==> config.mk <==
export PLATFORM = sky130hd
export DESIGN_NAME = bitmap_glyph_renderer_with_clipping_top
export DESIGN_NICKNAME = d
export VERILOG_FILES = /design/src/sv/bgr_pkg.sv /design/src/sv/bitmap_glyph_renderer_with_clipping_top.sv
export VERILOG_INCLUDE_DIRS = /design/src /design/src/sv
export SDC_FILE = /design/constraint.sdc
export NUM_CORES = 1
export LEC_CHECK = 0
export BUFFER_PORTS_ARGS = -buffer_cell sky130_fd_sc_hd__buf_2
export CAP_MARGIN = 20
export CORE_ASPECT_RATIO = 1.1
export CORE_MARGIN = 3
export CORE_UTILIZATION = 63
export DETAILED_ROUTE_END_ITERATION = 8
export PLACE_DENSITY = 0.8
export SLEW_MARGIN = 30
export SYNTH_ARGS = -nofsm -noshare
export SYNTH_HDL_FRONTEND = slang
export SYNTH_SLANG_ARGS = --single-unit
==> constraint.sdc <==
create_clock -name clk -period 7.6 [get_ports clk]
set_input_delay 0.38 -clock clk [delete_from_list [all_inputs] [get_ports clk]]
set_output_delay 0.38 -clock clk [all_outputs]
set_load 0.01 [all_outputs]
==> src/sv/bitmap_glyph_renderer_with_clipping_top_defines.svh <==
// Assertion macros for the glyph renderer.
`ifndef BITMAP_GLYPH_RENDERER_WITH_CLIPPING_TOP_DEFINES_SVH
`define BITMAP_GLYPH_RENDERER_WITH_CLIPPING_TOP_DEFINES_SVH

`ifndef SYNTHESIS

`define BGR_ASSERT(label, prop, msg) \
  label: assert property (@(posedge clk) disable iff (!rst_n) prop) else $error(msg);

`define BGR_ASSERT_NR(label, prop, msg) \
  label: assert property (@(posedge clk) prop) else $error(msg);

`else

`define BGR_ASSERT(label, prop, msg)

`define BGR_ASSERT_NR(label, prop, msg)

`endif

`endif

==> src/sv/bgr_pkg.sv <==
package bgr_pkg;

  localparam int GLYPH_ROWS_DEF = 12;
  localparam int GLYPH_COLS     = 8;
  localparam int ROM_ROWS       = 12;
  localparam int ROM_AW         = $clog2(ROM_ROWS);

  localparam logic [15:0] WIDE_CODE_LIMIT = 16'd128;
  localparam logic [15:0] SUBST_CODE      = 16'h003F;
  localparam logic [15:0] CODE_DIGIT0     = 16'h0030;
  localparam logic [15:0] CODE_DIGIT1     = 16'h0031;
  localparam logic [15:0] CODE_CAP_A      = 16'h0041;
  localparam logic [15:0] CODE_CAP_B      = 16'h0042;
  localparam logic [15:0] CODE_CAP_C      = 16'h0043;

  localparam logic [15:0] RST_PIXEL_COLOR   = 16'd0;
  localparam logic [15:0] RST_CLIP_LEFT     = 16'd0;
  localparam logic [15:0] RST_CLIP_TOP      = 16'd0;
  localparam logic [15:0] RST_CLIP_RIGHT    = 16'd2047;
  localparam logic [15:0] RST_CLIP_BOTTOM   = 16'd2047;
  localparam logic [11:0] RST_BUFFER_WIDTH  = 12'd480;
  localparam logic [11:0] RST_BUFFER_HEIGHT = 12'd272;

  typedef enum logic [2:0] {
    CFG_PIXEL_COLOR   = 3'd0,
    CFG_CLIP_LEFT     = 3'd1,
    CFG_CLIP_TOP      = 3'd2,
    CFG_CLIP_RIGHT    = 3'd3,
    CFG_CLIP_BOTTOM   = 3'd4,
    CFG_BUFFER_WIDTH  = 3'd5,
    CFG_BUFFER_HEIGHT = 3'd6
  } cfg_reg_t;

  localparam logic [7:0] GLYPH_DIGIT0 [ROM_ROWS] =
    '{8'h3E, 8'h63, 8'h73, 8'h7B, 8'h6F, 8'h67, 8'h3E, 8'h00, 8'h00, 8'h00, 8'h00, 8'h00};
  localparam logic [7:0] GLYPH_DIGIT1 [ROM_ROWS] =
    '{8'h0C, 8'h1C, 8'h0C, 8'h0C, 8'h0C, 8'h0C, 8'h3E, 8'h00, 8'h00, 8'h00, 8'h00, 8'h00};
  localparam logic [7:0] GLYPH_CAP_A [ROM_ROWS] =
    '{8'h1C, 8'h36, 8'h63, 8'h7F, 8'h63, 8'h63, 8'h63, 8'h00, 8'h00, 8'h00, 8'h00, 8'h00};
  localparam logic [7:0] GLYPH_CAP_B [ROM_ROWS] =
    '{8'h7E, 8'h63, 8'h63, 8'h7E, 8'h63, 8'h63, 8'h7E, 8'h00, 8'h00, 8'h00, 8'h00, 8'h00};
  localparam logic [7:0] GLYPH_CAP_C [ROM_ROWS] =
    '{8'h3C, 8'h66, 8'h60, 8'h60, 8'h60, 8'h66, 8'h3C, 8'h00, 8'h00, 8'h00, 8'h00, 8'h00};

  // One row of the glyph ROM. Wide codes are drawn as the substitute code,
  // which has no glyph of its own; rows past the stored ones are blank.
  function automatic logic [7:0] glyph_row(input logic [15:0] code, input logic [5:0] row);
    logic [15:0]       c;
    logic [ROM_AW-1:0] idx;
    logic [7:0]        bits;
    c    = (code >= WIDE_CODE_LIMIT) ? SUBST_CODE : code;
    idx  = row[ROM_AW-1:0];
    bits = 8'h00;
    if (row < 6'(ROM_ROWS)) begin
      case (c)
        CODE_DIGIT0: bits = GLYPH_DIGIT0[idx];
        CODE_DIGIT1: bits = GLYPH_DIGIT1[idx];
        CODE_CAP_A:  bits = GLYPH_CAP_A[idx];
        CODE_CAP_B:  bits = GLYPH_CAP_B[idx];
        CODE_CAP_C:  bits = GLYPH_CAP_C[idx];
        default:     bits = 8'h00;
      endcase
    end
    return bits;
  endfunction

endpackage

==> src/sv/bitmap_glyph_renderer_with_clipping_top.sv <==
// A character's row results pass through the character registers, the issue stage (glyph
// ROM read), the pending row register and the output register. The glyph ROM gives one row
// per cycle while the output does not stall, and a new character is accepted while the last
// row of the current one is read; a stalled output holds the pipeline only when a further
// result must be delivered.
// Synchronous active-low reset restores register defaults, clears the cursor and pipeline.
`include "bitmap_glyph_renderer_with_clipping_top_defines.svh"

module bitmap_glyph_renderer_with_clipping_top #(
  parameter int GLYPH_ROWS = bgr_pkg::GLYPH_ROWS_DEF
) (
  input  logic               clk,
  input  logic               rst_n,
  input  logic               cfg_we,
  input  logic [2:0]         cfg_index,
  input  logic [15:0]        cfg_wdata,
  input  logic               in_valid,
  output logic               in_ready,
  input  logic [15:0]        in_char_code,
  input  logic signed [15:0] in_start_x,
  input  logic signed [15:0] in_start_y,
  input  logic               in_new_string,
  output logic               out_valid,
  input  logic               out_ready,
  output logic [10:0]        out_row_y,
  output logic signed [15:0] out_column_x,
  output logic [7:0]         out_write_mask,
  output logic signed [23:0] out_row_address,
  output logic [15:0]        out_write_color,
  output logic               out_last
);

  localparam int RW = (GLYPH_ROWS > 1) ? $clog2(GLYPH_ROWS) : 1;
  localparam logic [RW-1:0] LAST_ROW = RW'(GLYPH_ROWS - 1);

  // Configuration registers.
  logic [15:0]        pixel_color_r;
  logic signed [15:0] clip_left_r, clip_top_r, clip_right_r, clip_bottom_r;
  logic [11:0]        buffer_width_r, buffer_height_r;

  always_ff @(posedge clk) begin
    if (!rst_n) begin
      pixel_color_r   <= bgr_pkg::RST_PIXEL_COLOR;
      clip_left_r     <= bgr_pkg::RST_CLIP_LEFT;
      clip_top_r      <= bgr_pkg::RST_CLIP_TOP;
      clip_right_r    <= bgr_pkg::RST_CLIP_RIGHT;
      clip_bottom_r   <= bgr_pkg::RST_CLIP_BOTTOM;
      buffer_width_r  <= bgr_pkg::RST_BUFFER_WIDTH;
      buffer_height_r <= bgr_pkg::RST_BUFFER_HEIGHT;
    end else if (cfg_we) begin
      case (bgr_pkg::cfg_reg_t'(cfg_index))
        bgr_pkg::CFG_PIXEL_COLOR:   pixel_color_r   <= cfg_wdata;
        bgr_pkg::CFG_CLIP_LEFT:     clip_left_r     <= cfg_wdata;
        bgr_pkg::CFG_CLIP_TOP:      clip_top_r      <= cfg_wdata;
        bgr_pkg::CFG_CLIP_RIGHT:    clip_right_r    <= cfg_wdata;
        bgr_pkg::CFG_CLIP_BOTTOM:   clip_bottom_r   <= cfg_wdata;
        bgr_pkg::CFG_BUFFER_WIDTH:  buffer_width_r  <= cfg_wdata[11:0];
        bgr_pkg::CFG_BUFFER_HEIGHT: buffer_height_r <= cfg_wdata[11:0];
        default: ;
      endcase
    end
  end

  // Row sequencer and cursor.
  logic               busy_r;
  logic [RW-1:0]      row_r;
  logic [15:0]        code_r;
  logic signed [15:0] cx_r, cy_r;
  logic signed [15:0] cursor_x_r, string_y_r;
  logic signed [15:0] cx_nxt, cy_nxt;
  logic               row_last;
  logic               adv;
  logic               in_xfer;

  assign row_last = (row_r == LAST_ROW);
  assign in_ready = adv && (!busy_r || row_last);
  assign in_xfer  = in_valid && in_ready;
  assign cx_nxt   = in_new_string ? in_start_x : cursor_x_r;
  assign cy_nxt   = in_new_string ? in_start_y : string_y_r;

  always_ff @(posedge clk) begin
    if (!rst_n) begin
      busy_r     <= 1'b0;
      row_r      <= '0;
      cursor_x_r <= '0;
      string_y_r <= '0;
    end else if (adv) begin
      if (in_xfer) begin
        busy_r     <= 1'b1;
        row_r      <= '0;
        cursor_x_r <= cx_nxt + 16'sd8;
        string_y_r <= cy_nxt;
      end else if (busy_r) begin
        if (row_last) begin
          busy_r <= 1'b0;
        end else begin
          row_r <= row_r + 1'b1;
        end
      end
    end
  end

  always_ff @(posedge clk) begin
    if (adv && in_xfer) begin
      code_r <= in_char_code;
      cx_r   <= cx_nxt;
      cy_r   <= cy_nxt;
    end
  end

  // Column clipping depends on the character's column and the clip and width registers, not on the row.
  logic [7:0] col_mask;

  always_comb begin
    logic signed [16:0] px;
    col_mask = '0;
    for (int c = 0; c < bgr_pkg::GLYPH_COLS; c++) begin
      px = {cx_r[15], cx_r} + $signed(17'(c));
      col_mask[7-c] = !px[16]
                   && (px >= $signed({clip_left_r[15], clip_left_r}))
                   && (px <= $signed({clip_right_r[15], clip_right_r}))
                   && (px < $signed({5'b0, buffer_width_r}));
    end
  end

  // Issue stage: glyph ROM read with registered data, row coordinate.
  logic               a_valid_r;
  logic               a_end_r;
  logic [7:0]         rom_row_r;
  logic [7:0]         a_col_mask_r;
  logic signed [16:0] a_py_r;
  logic signed [15:0] a_cx_r;

  always_ff @(posedge clk) begin
    if (!rst_n) begin
      a_valid_r <= 1'b0;
    end else if (adv) begin
      a_valid_r <= busy_r;
    end
  end

  always_ff @(posedge clk) begin
    if (adv) begin
      rom_row_r    <= bgr_pkg::glyph_row(code_r, 6'(row_r));
      a_end_r      <= row_last;
      a_col_mask_r <= col_mask;
      a_py_r       <= {cy_r[15], cy_r} + $signed(17'(row_r));
      a_cx_r       <= cx_r;
    end
  end

  // Row clipping, write mask and address.
  logic        b_yok;
  logic [7:0]  b_mask;
  logic        b_nz;
  logic [23:0] b_prod;
  logic [23:0] b_addr;

  assign b_yok  = !a_py_r[16]
               && (a_py_r >= $signed({clip_top_r[15], clip_top_r}))
               && (a_py_r <= $signed({clip_bottom_r[15], clip_bottom_r}))
               && (a_py_r < $signed({5'b0, buffer_height_r}));
  assign b_mask = b_yok ? (rom_row_r & a_col_mask_r) : 8'h00;
  assign b_nz   = a_valid_r && (b_mask != 8'h00);
  assign b_prod = 24'(a_py_r[11:0]) * 24'(buffer_width_r);
  assign b_addr = b_prod + {{8{a_cx_r[15]}}, a_cx_r};

  // Pending row: held until the next written row or the end of the character
  // shows whether it is the last one.
  logic               p_valid_r;
  logic               p_final_r;
  logic [10:0]        p_row_y_r;
  logic signed [15:0] p_cx_r;
  logic [7:0]         p_mask_r;
  logic [23:0]        p_addr_r;
  logic               emit;
  logic               emit_last;
  logic               stall;

  assign emit      = p_valid_r && (p_final_r || (a_valid_r && (b_nz || a_end_r)));
  assign emit_last = p_final_r || !b_nz;
  assign stall     = emit && out_valid && !out_ready;
  assign adv       = !stall;

  always_ff @(posedge clk) begin
    if (!rst_n) begin
      p_valid_r <= 1'b0;
      p_final_r <= 1'b0;
    end else if (adv) begin
      if (b_nz) begin
        p_valid_r <= 1'b1;
        p_final_r <= a_end_r;
      end else if (emit) begin
        p_valid_r <= 1'b0;
        p_final_r <= 1'b0;
      end
    end
  end

  always_ff @(posedge clk) begin
    if (adv && b_nz) begin
      p_row_y_r <= a_py_r[10:0];
      p_cx_r    <= a_cx_r;
      p_mask_r  <= b_mask;
      p_addr_r  <= b_addr;
    end
  end

  // Output register.
  always_ff @(posedge clk) begin
    if (!rst_n) begin
      out_valid <= 1'b0;
    end else if (adv && emit) begin
      out_valid <= 1'b1;
    end else if (out_ready) begin
      out_valid <= 1'b0;
    end
  end

  always_ff @(posedge clk) begin
    if (adv && emit) begin
      out_row_y       <= p_row_y_r;
      out_column_x    <= p_cx_r;
      out_write_mask  <= p_mask_r;
      out_row_address <= p_addr_r;
      out_write_color <= pixel_color_r;
      out_last        <= emit_last;
    end
  end

  `BGR_ASSERT_NR(a_reset_empty, !rst_n |=> !busy_r && !out_valid && !p_valid_r, "reset must empty the pipeline")
  `BGR_ASSERT(a_stall_holds_pending, stall |=> p_valid_r && $stable(p_mask_r) && $stable(p_addr_r), "pending row lost during output stall")
  `BGR_ASSERT(a_out_mask_nonzero, out_valid |-> out_write_mask != 8'h00, "row result with empty write mask")
  `BGR_ASSERT(a_row_in_range, busy_r |-> row_r <= LAST_ROW, "row counter out of range")

endmodule

After elaboration in Yosys (flattened, before gate mapping) --
Memories as Yosys holds them, arrays and structs flattened. Index checks and enable logic that the tools add are counted.
Storage, ports and cells: bits in latches 0, input port bits 73, memory bits (writable) 0, logic and storage cells 191, register bits 378, memories kept 5, output and inout port bits 78, memory bits (read-only) 640
Memories:
- (no name shown) | words 16, width 8, read ports 1, clocked after memory_dff 0, wr ports 0, RTL line bgr_pkg.sv:60 | CODE_CAP_C: bits = GLYPH_CAP_C[idx];
- (no name shown) | words 16, width 8, read ports 1, clocked after memory_dff 0, wr ports 0, RTL line bgr_pkg.sv:59 | CODE_CAP_B: bits = GLYPH_CAP_B[idx];
- (no name shown) | words 16, width 8, read ports 1, clocked after memory_dff 0, wr ports 0, RTL line bgr_pkg.sv:58 | CODE_CAP_A: bits = GLYPH_CAP_A[idx];
- (no name shown) | words 16, width 8, read ports 1, clocked after memory_dff 0, wr ports 0, RTL line bgr_pkg.sv:57 | CODE_DIGIT1: bits = GLYPH_DIGIT1[idx];
- (no name shown) | words 16, width 8, read ports 1, clocked after memory_dff 0, wr ports 0, RTL line bgr_pkg.sv:56 | CODE_DIGIT0: bits = GLYPH_DIGIT0[idx];
Cells by class: magnitude comparators 30, eq/ne operators 13, muxes and demuxes 26, reduce and logical (&&, ||, !) cells 69, add/subtract/negate cells 11, bitwise logic cells 3, shift operators 0, div/mod/pow operators 0, multiply operators 1
Operator list (count):
- $ge 17x16->1 | 8
- $le 17x16->1 | 8
- $lt 17x13->1 | 8
- $mux 8 | 11
- $add 16x4->17 const B | 4
- $eq 16x7->1 const B | 3
- $mux 16 | 3
- $pmux 8 s5 | 1
- $logic_and 1x1->1 | 37
- $add 16x3->17 const B | 2
- $eq 16x6->1 const B | 2
- $add 24x24->24 | 1
- $mul 12x12->24 | 1
- $reduce_and 2->1 | 9
- $add 16x2->17 const B | 1
- $add 16x5->17 | 1
- $add 16x5->16 const B | 1
- $ge 16x16->1 | 1
- $ge 16x8->1 const B | 1
- $le 16x16->1 | 1
- $lt 16x13->1 | 1
- $logic_not 1->1 | 13
- $mux 4 | 3
- $eq 3x3->1 const B | 3
- 16 further kinds | 29

Longest topological paths before layout --
depth in word-level cells 18, mapped depth 22, gate-level depth less buffers 21

Worst setup path before layout --
No wires, ideal clock.
kind flip-flop to flip-flop, start point register a_py_r[2], end point register out_column_x[0], enable pin, slack 1755 ps, data arrival time 5336 ps, data required time 7091 ps, period minus slack after synthesis 5845 ps, buffers on the path 0, setup time 509 ps, stages on the path, launching flop included 11, cell sequence edfxtp_1 > ha_1 > a21o_1 > a21o_1 > a211oi_1 > o21ai_1 > a21oi_1 > o211ai_1 > o31ai_1 > nand2_1 > nor2_1
Between the ends: cells in the longest elaborated chain, start to end 15, elaborated cells on any way between the ends 17, classes of those cells 3 x order compare; 1 x mux; 13 x reduce/logical
RTL lines:
- from (decl) | RTL line bitmap_glyph_renderer_with_clipping_top.sv:131 | logic signed [16:0] a_py_r;
- from (signal assigned) | RTL line bitmap_glyph_renderer_with_clipping_top.sv:147 | a_py_r <= {cy_r[15], cy_r} + $signed(17'(row_r));
- $ge 17x16->1 | RTL line bitmap_glyph_renderer_with_clipping_top.sv:160 | && (a_py_r >= $signed({clip_top_r[15], clip_top_r}))
- $logic_and 1x1->1 | RTL line bitmap_glyph_renderer_with_clipping_top.sv:160
- $logic_and 1x1->1 | RTL line bitmap_glyph_renderer_with_clipping_top.sv:161 | && (a_py_r <= $signed({clip_bottom_r[15], clip_bottom_r}))
- $logic_and 1x1->1 (*) | RTL line bitmap_glyph_renderer_with_clipping_top.sv:162 | && (a_py_r < $signed({5'b0, buffer_height_r}));
- $mux 8 (*) | RTL line bitmap_glyph_renderer_with_clipping_top.sv:163 | assign b_mask = b_yok ? (rom_row_r & a_col_mask_r) : 8'h00;
- $reduce_bool 8->1 (*) | RTL line bitmap_glyph_renderer_with_clipping_top.sv:164 | assign b_nz = a_valid_r && (b_mask != 8'h00);
- $logic_and 1x1->1 (*) | RTL line bitmap_glyph_renderer_with_clipping_top.sv:164
- $logic_or 1x1->1 (*) | RTL line bitmap_glyph_renderer_with_clipping_top.sv:180 | assign emit = p_valid_r && (p_final_r || (a_valid_r && (b_nz || a_end_r)));
- $logic_and 1x1->1 (*) | RTL line bitmap_glyph_renderer_with_clipping_top.sv:180
- $logic_or 1x1->1 (*) | RTL line bitmap_glyph_renderer_with_clipping_top.sv:180
- $logic_and 1x1->1 (*) | RTL line bitmap_glyph_renderer_with_clipping_top.sv:180
- $logic_and 1x1->1 (2 in a row) | RTL line bitmap_glyph_renderer_with_clipping_top.sv:182 | assign stall = emit && out_valid && !out_ready;
- $logic_not 1->1 | RTL line bitmap_glyph_renderer_with_clipping_top.sv:183 | assign adv = !stall;
- $logic_and 1x1->1 (*) | RTL line bitmap_glyph_renderer_with_clipping_top.sv:221 | if (adv && emit) begin
- to (signal assigned) | RTL line bitmap_glyph_renderer_with_clipping_top.sv:223 | out_column_x <= p_cx_r;
- to (decl) | RTL line bitmap_glyph_renderer_with_clipping_top.sv:26 | output logic signed [15:0] out_column_x,
Mark *: on every way between the ends. The rest lies on a longest branch, timed or not. A chain may end at the register's enable or synchronous reset.

Final worst setup path --
start point register a_py_r[4], end point register p_addr_r[23], data pin
Between the ends: cells in the longest elaborated chain, start to end 2
RTL lines:
- $mul 12x12->24 | RTL line bitmap_glyph_renderer_with_clipping_top.sv:165 | assign b_prod = 24'(a_py_r[11:0]) * 24'(buffer_width_r);
- $add 24x24->24 | RTL line bitmap_glyph_renderer_with_clipping_top.sv:166 | assign b_addr = b_prod + {{8{a_cx_r[15]}}, a_cx_r};
- named net b_addr[23] | RTL line bitmap_glyph_renderer_with_clipping_top.sv:157 | logic [23:0] b_addr;
- to (signal assigned) | RTL line bitmap_glyph_renderer_with_clipping_top.sv:205 | p_addr_r <= b_addr;
- to (decl) | RTL line bitmap_glyph_renderer_with_clipping_top.sv:175 | logic [23:0] p_addr_r;
The timed path passes the listed nets, and every way through them passes these cells.

==> results.toml <==
[die]
dieArea_um2 = 47060
ios = 151
die_w_um = 207.1
die_h_um = 227.2
rows = 80
initial_core_util_pct = 64.22
core_um2 = 43640

[critical_path]
worst_ep_arrival_time_ps = 6890
end_kind = "register"
cp_max_fo = 16
crit_start = "a_py_r[4]$_DFFE_PP_"
rrSetupSlack_ps = 1040
critPathMaxStageDelay_ps = 800
critPathKind = "reg -> reg"
required_ps = 7930
critPathMostFrequentCell = "inv_1"
startpoint_type = "register"
crit_chain = "nand2_1, fa_1, inv_1, fa_1, inv_1, fa_1, inv_1, ha_1, inv_1, fa_1, inv_1, ha_1, o21ai_0, o21ai_0, a311oi_1, o21ai_1, a21o_1, and4_1, a2111oi_2, a21oi_1, xnor2_1"
rr_endpoint = "p_addr_r[23]$_DFFE_PP_"
timing.rr.start = "a_py_r[4]$_DFFE_PP_"
r2r_cells = 21
critical-path-slowest-cell = "edfxtp_1"

[pwr]
power.switching_mw = 2.312
swShare_pct = 34.97
vdd_drop_max_uv = 216.7
seqPwrFrac_pct = 35.9
p_leak_nw = 13.68
clkPwrFrac_pct = 29.3
power-per-cell-area_nw_per_um2 = 214.6
power_mw = 6.613
p_comb_share_pct = 34.8
p_int_mw = 4.300

[cts]
postCtsResizedCells = 0
cts_root_buf = "clkbuf_16"
numCtsBuffers = 40
post_cts_buffers = 0
path_clk_slew_ps = 60
clock_latency_ps = 590
cts_sinks = 374
cts_tree = "done"
clockBufferDepth = 3
h-tree-depth = 2
cts_hold_buf = 16

[sta]
setup-tns-final_ps = 0
slew_viol_final = 0
fmax_mhz = 152.4
slew_headroom_pct = 33.94
tightest_slew_ps = 990.9
setup_violations = 0
hold_viol = 0
finalCriticalPeriod_ps = 6564
finalClockSkew_ps = 33.80
finalCritPeriodShare_pct = 86.36
rsz0062_at_grt = "false"

[global_routing]
grt_pass1_wl_um = 126700
antenna_found_initial = 4
grt_start_max_net_pins = 94
first_global_vias = 22649
grt_usage_pct = 34.47
overflow = 0

[layout]
register_area_um2 = 9779
design_area_um2 = 30820
multi_input_area_um2 = 16910
num-fill-cells = 3218
reg_top3 = "out_row_address (24), p_addr_r (24), a_py_r (17)"
area_growth_pct = 9.946
final_cell_mix = "424 x ha_1, 412 x nand2_1, 266 x inv_1, 229 x edfxtp_1, 170 x a21oi_1"
nets = 3592
drive_above_1_share_pct = 9.920
mostFrequentLayoutCell = "ha_1"

[route]
routed_via_density = 6.154
drtIter0Drc = 2036
drt.antenna.violating_nets = 0
avgRoutedWirePerCell_um = 22.90
drc = 0
routed_wl_um = 81980
drt-pass1-iter-count = 5
routed-via-count = 22024

[logic_synthesis]
yosys.area.top_type_share_pct = 24.53
syn_inst = 2834
synth_cell_types = 73
synthFlopType = "edfxtp_1"
yosysSeqAreaShare_pct = 34.89
yosys.area.top_type = "edfxtp_1"
avgSynthCellArea_um2 = 9.890
ys_top_cells_by_area = "edfxtp_1 25%, ha_1 19%, dfxtp_1 10%"
synth_edf_count = 229
ys.warnings.count = 0
syn_nets = 3454
syn-cell-area_um2 = 28030
ys_seq_elements = 374
synthArstFlopShare_pct = 0

[placement]
placed_cell_area_um2 = 29320
io_buffers = 149
gp_congestion = 0.9601
dp_hpwl_um = 61670

[job]
timing.max_cap.violations = 0

[worst_hold_path]
min_from = "cfg_wdata[13]"
min_path_cells = 3
min_path_type = "in -> reg"
hold_path_end = "pixel_color_r[13]$_SDFFE_PN0P_"

[outcome]
outcome = "finished, final reports clean"
-- routing by layer --
metal,routed length [µm],up-vias,track usage [%],part of all wire (%)
met5,0,-,0,0
met4,3594,0,14.13,4.4
met3,6129,223,5.168,7.5
met2,39350,947,59.33,48
met1,32900,10643,44.16,40
li1,-,10211,-,-
-- layout make-up --
cell class	instances	share of cell area (%)
flip-flops and latches	374	31.73
well taps	574	2.331
clock buffers	43	3.350
clock inverters	31	0.8730
diodes	1	0.008121
multi-input cells	2099	54.86
inverters	269	3.281
repair buffers	188	3.565
-- power by group through the flow --
stage / combinational [mW] / sequential [mW] / clock [mW]
global placement: 2.06 / 2.41 / 0
floorplan: 1.67 / 2.36 / 0
detailed placement: 2.22 / 2.41 / 0
finish: 2.30 / 2.37 / 1.94
global route: 2.56 / 2.38 / 2.04
CTS: 2.29 / 2.37 / 1.95
-- worst max-delay path: cells and delay by family (launching register included) --
kind	cells	cell delay, ps
AOI/OAI and AO/OA	7	1890
and+or+nand+nor	2	390
buffers and inverters	5	270
xor gates and xnor gates	1	150
adders and majority gates	6	2780
DFF	1	800
-- metrics by stage --
stage	worst slack, ps	utilization [%]	std cells	hold slack [ps]
6_report	1036	70.61	3579	89.38
5_1_grt	782.8	70.60	3578	78.95
4_1_cts	1045	70.53	3577	65.15
3_5_place_dp	1151	67.18	3487	404.5
3_3_place_gp	1455	67.16	3487	401.2
2_1_floorplan	1755	-	2834	400.3
-- worst max path at each step --
| stage | endpoint | cells after the start |
|---|---|---|
| floorplan | out_column_x[0]$_DFFE_PP_ | 10 |
| global placement | p_addr_r[23]$_DFFE_PP_ | 21 |
| detailed placement | p_addr_r[23]$_DFFE_PP_ | 21 |
| CTS | p_addr_r[23]$_DFFE_PP_ | 21 |
| global route | p_addr_r[23]$_DFFE_PP_ | 21 |
| finish | p_addr_r[23]$_DFFE_PP_ | 21 |
-- logic make-up after synthesis --
logic type,synth area share [%]
AO/OA/AOI/OAI,12.29
XOR/XNOR,4.344
adder cells (fa/ha/maj),27.71
buffers and inverters,4.960
flip-flops,34.89
multiplexers,2.464
other,0.01338
AND/OR/NAND/NOR,13.33
-- cells in the mapped netlist (5+ instances only) --
cell,n
or2_2,8
nor3_1,36
a211oi_1,26
nand3_1,56
fa_1,123
nand2b_1,23
inv_1,267
nand3b_1,5
o211ai_1,37
a21o_1,98
ha_1,424
and3_1,19
a21boi_0,5
clkbuf_1,71
xnor2_1,73
nor4_1,12
and4_1,7
nor2_1,119
nor2b_1,20
dfxtp_1,145
edfxtp_1,229
xor2_1,66
nand2_1,413
a221o_1,5
a31oi_1,8
mux2_2,32
and2_1,43
o21a_1,35
buf_2,7
o21ai_0,68
a2111oi_0,11
buf_1,8
buf_4,5
o22ai_1,7
mux2i_1,33
nand4_1,36
or3_1,10
o2111ai_1,6
o21bai_1,7
a211o_1,5
a21oi_1,170
Power figures use the tool's default switching activity.
